File: config.mk
export PLATFORM = sky130hd
export DESIGN_NAME = pfs_cell
export DESIGN_NICKNAME = d
export VERILOG_FILES = /design/src/rtl/pfs_pkg.sv /design/src/rtl/pfs_cell.sv
export SDC_FILE = /design/constraint.sdc
export NUM_CORES = 1
export LEC_CHECK = 0
export BUFFER_PORTS_ARGS = -buffer_cell sky130_fd_sc_hd__buf_2
export CORE_AREA = 3 3 149 151
export CTS_BUF_LIST = sky130_fd_sc_hd__clkbuf_4 sky130_fd_sc_hd__clkbuf_8
export DETAILED_ROUTE_END_ITERATION = 12
export DIE_AREA = 0 0 152 154
export GPL_ROUTABILITY_DRIVEN = 0
export HOLD_SLACK_MARGIN = 0.02
export PLACE_DENSITY = 0.72
export SLEW_MARGIN = 20
export SYNTH_ARGS = -nofsm -noshare
export SYNTH_HDL_FRONTEND = slang
export SYNTH_SLANG_ARGS = --single-unit
File: constraint.sdc
create_clock -name clk -period 13.6 [get_ports clk]
set_clock_uncertainty 0.2 [all_clocks]
set_input_delay 0.68 -clock clk [delete_from_list [all_inputs] [get_ports clk]]
set_output_delay 0.68 -clock clk [all_outputs]
set_load 0.02 [all_outputs]
File: src/rtl/pfs_pkg.sv
// Package for the periodic frame scheduler: field widths, command and status codes,
// and the entry and cell control types shared by the table cells and the top level.
// No dependencies.
package pfs_pkg;

    localparam int DEFAULT_TABLE_DEPTH = 16;

    localparam int CMD_W    = 2;
    localparam int ID_W     = 29;
    localparam int PERIOD_W = 24;
    localparam int TIME_W   = 48;
    localparam int STATUS_W = 2;
    localparam int SLOT_W   = 4;
    localparam int TOTAL_W  = 5;

    localparam logic [CMD_W-1:0] CMD_TICK   = 2'd0;
    localparam logic [CMD_W-1:0] CMD_ADD    = 2'd1;
    localparam logic [CMD_W-1:0] CMD_REMOVE = 2'd2;
    localparam logic [CMD_W-1:0] CMD_CLEAR  = 2'd3;

    localparam logic [STATUS_W-1:0] STATUS_OK        = 2'd0;
    localparam logic [STATUS_W-1:0] STATUS_FULL      = 2'd1;
    localparam logic [STATUS_W-1:0] STATUS_NOT_FOUND = 2'd2;

    localparam logic KIND_STATUS = 1'b0;
    localparam logic KIND_FRAME  = 1'b1;

    // One table entry as held by a cell.
    typedef struct packed {
        logic [ID_W-1:0]     id;
        logic [PERIOD_W-1:0] period;
        logic [TIME_W-1:0]   last_sent;
    } entry_t;

    // Per-cell update controls; at most one is set in a cycle.
    typedef struct packed {
        logic wr;      // load the entry being appended
        logic shift;   // load the entry of the next cell
        logic stamp;   // set last-sent to the current tick time
    } cell_ctrl_t;

endpackage

File: src/rtl/pfs_cell.sv
// One cell of the scheduler table: holds a single entry, checks it against the
// remove key and the tick time, and can take over its neighbor's entry.
// Depends on pfs_pkg.
module pfs_cell
    import pfs_pkg::*;
(
    input  logic              clk,
    input  cell_ctrl_t        ctrl,
    input  entry_t            wr_entry,
    input  entry_t            next_entry,
    input  logic [TIME_W-1:0] now,
    input  logic [ID_W-1:0]   key_id,
    output entry_t            entry,
    output logic              match,
    output logic              due
);

    entry_t            entry_reg;
    entry_t            entry_next;
    logic [TIME_W-1:0] elapsed;

    always_comb
    begin
        entry_next = entry_reg;
        if (ctrl.wr)
        begin
            entry_next = wr_entry;
        end
        else if (ctrl.shift)
        begin
            entry_next = next_entry;
        end
        else if (ctrl.stamp)
        begin
            entry_next.last_sent = now;
        end
    end

    always_ff @(posedge clk)
    begin
        entry_reg <= entry_next;
    end

    // Elapsed time wraps modulo the width of the time field.
    assign elapsed = now - entry_reg.last_sent;
    assign due     = (elapsed >= TIME_W'(entry_reg.period));
    assign match   = (entry_reg.id == key_id);
    assign entry   = entry_reg;

endmodule

==> reports/results.txt, run 1 <==
Status: completed
Hold Crit Class: in -> reg
Tcrit/Tclk final: 44.83%
Fin. Hold Viols: 0
YS warnings: 0
VDD IR max: 0.00004628 V
Final wirelength: 29060 um
Final nets: 1663
End of the critical path: due
Largest net degree at the start of global routing: 81
CP Launch Type: primary input
Fin. max-slew vios: 0
Flops & latches, synth: 101
H-tree levels: 3
Antenna violations before repair: 3
Final setup TNS: 0 ns
Most Used Layer, Global Route: met2
M1 GR Usage: 30.77%
Register area share after synthesis: 34.21%
CTS tree: yes
CTS max path bufs: 2
DIE AREA: 23410 um^2
Cells after Synth: 952
Core area: 20960 um^2
Die H: 154 um
Resized cells post-CTS: 0
Power Density: 103.5 nW/um^2
CP required: 12.72 ns
Initial Util: 42.30%
Clk sinks: 101
Fmax: 0.1640 GHz
Commonest non-fill, non-tap cell in the layout: buf_2
Drt wl/cell: 18.29 um
Met2 Use GR: 39.94%
DR vias/cell: 5.446
Setup crit start: now[6]
Max reg flops: 101
Setup-failing EPs final: 0
Crit end category: primary output
Worst slew pin tran: 0.8908 ns
Vias in the first global route: 8434
I/O Buffers: 385
I/O pin cnt: 386
Synthesized area: 8865 um^2
GR met3 Demand/Resource: 5.010%
RSZ-0062 raised after global routing: false
Max Cap Viol: 0
FP Rows: 53
Gr ovfl total: 0
EDFF count, synth: 101
Mean Syn Cell Area: 9.312 um^2
Clk pin slew, worst setup/hold paths: 0.11 ns
Crit path kind: in -> out
CTS Hold Bufs: 0
Number of setup buffers added after CTS: 0
Iteration-0 DRC Markers: 613
Die X: 152 um
Commonest cells after routing, fill and taps aside: buf_2, nand2_1, edfxtp_1, o21ai_0, inv_1
Syn_nets: 1307
Slew margin rel.: 40.61%
DRC violations left: 0
1st-pass router iterations: 6
Vias: 8653
Netlist cell types: 75
Root Buffer: clkbuf_8
Global-route wire length before repair: 44880 um
HPWL after DPL: 24040 um
Num CTS Buffers: 9
Fin crit period: 6.096 ns
Leak Pwr: 0.005290 uW
GRT Total Usage: 23.78%
Final hold slack: 0.3530 ns
Fraction of layout cells with a size suffix above 1: 36.63%
ANT nets after route: 0
Post-synth top flop: edfxtp_1
Crit Path Max Fanout: 7
Async S/R FF share, synth: 0%
Synthesis-to-layout area growth: 26.34%
CP arrival: 5.22 ns
Fill count: 1939
## logic make-up (layout without fill, tap and decap cells)
kind of cell	count (synthesis)	count (layout)	share of synthesized area [%]
and+or+nand+nor	245	245	13.08
AOI/OAI and AO/OA	244	244	18.12
buffers and inverters	122	483	5.519
muxes	104	104	12.49
DFF	101	101	34.21
adders and majority gates	72	72	10.25
xor gates and xnor gates	64	64	6.323
other	0	1	0
## critical path, cell delays in order
cell and delay, ns:
buf_2 0.12, ha_1 0.39, a21oi_1 0.28, nor3b_1 0.24
nor4_1 0.11, o41ai_1 0.60, o31ai_2 0.18, a31oi_1 0.23
xnor2_1 0.14, ha_1 0.27, nand4_1 0.13, or4_1 0.16
o32ai_1 0.09, a2111oi_1 0.37, nand4_1 0.17, nor4_1 0.25
nand4_1 0.17, nor4_2 0.29, nand4_1 0.13, buf_2 0.19
## final cells by class
| cell class | count | area (um^2) | area share [%] |
|---|---|---|---|
| multi-input cells | 729 | 5344 | 47.72 |
| flip-flops and latches | 101 | 3033 | 27.08 |
| repair buffers | 389 | 1959 | 17.50 |
| well taps | 275 | 344.1 | 3.072 |
| inverters | 78 | 292.8 | 2.614 |
| clock buffers | 9 | 123.9 | 1.106 |
| clock inverters | 7 | 100.1 | 0.8938 |
| diodes | 1 | 2.502 | 0.02234 |
## cell usage after synthesis, types with 4 or more instances
library cell  instances  area [um^2]
a21o_1               17        127.6
a21oi_2               4        35.03
xor2_1               31        271.5
nand2_1             103        386.6
mux2_2               53        596.8
a211oi_1              7        52.55
or2_2                 4        25.02
inv_1                78        292.8
a31oi_1              10        62.56
buf_2                 7        35.03
nor3_1                8        40.04
or3_1                 5        31.28
clkbuf_1             30        112.6
nand3_1              19        95.09
nor4_1                8        50.05
edfxtp_1            101         3033
nor2_1               42        157.7
nand2b_1              9        56.30
o21ai_0              84        420.4
a21oi_1              53        265.3
o211ai_1              5        37.54
and2_1                4        25.02
xnor2_1              33        289.0
and3_1                5        31.28
nand4_1              27        168.9
ha_1                 71        888.4
mux2i_1              51        510.5
o21a_1               10        75.07
o21bai_1              7        52.55
## per-stage QoR
step           cell area, um^2  utilization [%]  setup WS [ns]  std cells  total power, uW
2_1_floorplan             8865                -          8.330        952            774.6
3_3_place_gp             10970            52.36          7.681       1572            934.2
3_5_place_dp             10970            52.36          7.599       1572            943.3
4_1_cts                  11200            53.43          7.550       1588             1164
5_1_grt                  11200            53.45          7.134       1589             1236
6_report                 11200            53.45          7.504       1589             1159
## how the worst min path moves through the flow
stage	startpoint	to	slack, ns	cells after the start
finish	wr_entry[42]	entry[42]	0.35	3
global route	wr_entry[9]	entry[9]	0.35	3
CTS	wr_entry[19]	entry[19]	0.34	3
detailed placement	wr_entry[39]	entry[39]	0.76	3
global placement	wr_entry[44]	entry[44]	0.76	3
floorplan	wr_entry[0]	entry[0]	0.67	2
## power breakdown
part	internal (uW)	leakage, uW	switching (uW)
sequential	384	0.00105	23.9
clock	91.1	0.000112	126
combinational	219	0.00413	315
## metal layers
metal,vias to the layer above,wire [um]
met4,2,714
met1,3971,12250
met2,414,13900
li1,4211,-
met5,-,17
met3,55,2167
Note: power is estimated with default switching activity, not from simulation.
==> run 2, diff against run 1 <==
PLACE_DENSITY = 0.75   (was 0.72)
clock period = 5.6 ns   (was 13.6 ns; I/O delays follow)
==> reports/results.txt, run 2 (synthesis gave the netlist of run 1 again) <==
Final wirelength: 33370 um
Placement Cell Area: 10970 um^2
Slew margin rel.: 37.83%
Crit path buf inv count: 2
Vias: 9463
FP Rows: 53
Drt wl/cell: 19.05 um
Vias in the first global route: 9603
Tcrit/Tclk final: 95.22%
1st-pass router iterations: 5
Initial Util: 42.30%
Commonest cells after routing, fill and taps aside: buf_2, dlygate4sd3_1, nand2_1, edfxtp_1, o21ai_0
Fmax: 0.1875 GHz
Num CTS Buffers: 9
Worst slew pin tran: 0.9325 ns
CP arrival: 4.85 ns
Die H: 154 um
Final Instance Area: 12830 um^2
I/O pin cnt: 386
Dpl ws: 0.4447 ns
Crit path cell chain: inv_1 > ha_1 > o211ai_1 > a21oi_2 > nor3b_1 > nor4_2 > o41ai_2 > o31ai_2 > a31oi_1 > xnor2_1 > ha_1 > a221o_1 > a2111oi_2 > nand4_1 > nor4_1 > nand4_1 > nor4_2 > nand4_1 > buf_4
VDD IR max: 0.0001606 V
Fin. max-slew vios: 0
Pwr Total: 2932 uW
Sequential cell area: 3033 um^2
Crit Path Max Fanout: 5
Fin crit period: 5.333 ns
HPWL after DPL: 24910 um
Power Density: 228.6 nW/um^2
Global-route wire length before repair: 51010 um
Die X: 152 um
DIE AREA: 23410 um^2
Iteration-0 DRC Markers: 707
Slowest CP cell: nor4_2
Clk sinks: 101
H-tree levels: 3
Root Buffer: clkbuf_8
Fraction of layout cells with a size suffix above 1: 33.76%
Setup-failing EPs final: 0
I/O Buffers: 385
GRT Total Usage: 27.22%
Max reg flops: 101
DRC violations left: 0
Hold Crit Class: in -> reg
Multi-input gate area: 5408 um^2
Final setup TNS: 0 ns
CTS max path bufs: 2
Status: completed
RSZ-0062 raised after global routing: false
Antenna violations before repair: 9
CP delay by family, top: compound AO/OA/AOI/OAI gates
CTS tree: yes
PnR worst setup slack: 0.2675 ns
CP Launch Type: flip-flop
DR vias/cell: 5.401
Core area: 20960 um^2
Synthesis-to-layout area growth: 44.69%
Fill count: 1775
Leak Pwr: 0.005944 uW
ANT nets after route: 0
Cell seen most often among critical-path stages: nand4_1
Gr ovfl total: 0
Commonest non-fill, non-tap cell in the layout: buf_2
Clk pin slew, worst setup/hold paths: 0.11 ns
Final nets: 1819
CP required: 5.12 ns
Crit path kind: reg -> out
Max Cap Viol: 0
Largest net degree at the start of global routing: 85
Crit end category: primary output
Largest stage delay, worst path: 0.41 ns
Fin. Hold Viols: 0
## run 2: power breakdown
part / switching [uW] / leakage, uW / internal [uW]
logic: 807 / 0.00479 / 628
clock network: 323 / 0.000106 / 181
registers: 59.3 / 0.00105 / 933
total: 1190 / 0.00594 / 1740
## run 2: cell type report
class | count | share of cell area [%]
Tap cell | 275 | 2.683
Timing Repair Buffer | 545 | 27.39
Clock buffer | 9 | 0.9658
Inverter | 78 | 2.283
Antenna cell | 8 | 0.1561
Multi-Input combinational cell | 729 | 42.16
Sequential cell | 101 | 23.65
Clock inverter | 7 | 0.7121
## run 2: path summary, 6_finish.rpt
path	depth (start not counted)	to	from
min	3	entry[42]	next_entry[42]
max	19	due	entry[3]
## run 2: metal layers
layer	wire [um]	up-vias	global-route usage [%]
met5	11	-	0
met4	1206	2	10.53
met3	2267	71	5.319
met2	16610	463	47.71
met1	13280	4402	33.08
li1	-	4525	-
## run 2: tightest hold or removal path, stage by stage
cell     delay, ns
buf_2         0.08
mux2i_1       0.05
o21ai_0       0.12
## run 2: what timing repair did
action / 4_1_cts / 5_1_grt
hold buffers: 152 / 0
buffers inserted: 0 / 4
endpoints found under the hold margin: 99 / 0
setup endpoints to repair: 1 / 1
pin swaps: 0 / 11
resized for setup: 2 / 10
## run 2: stage by stage
stage          instances  hold WS, ns  util, %
5_1_grt             1752      0.05094    61.21
6_report            1752      0.04965    61.21
4_1_cts             1740      0.02437    60.72
3_3_place_gp        1572       0.3601    52.36
2_1_floorplan        952       0.2712        -
3_5_place_dp        1572       0.3624    52.36
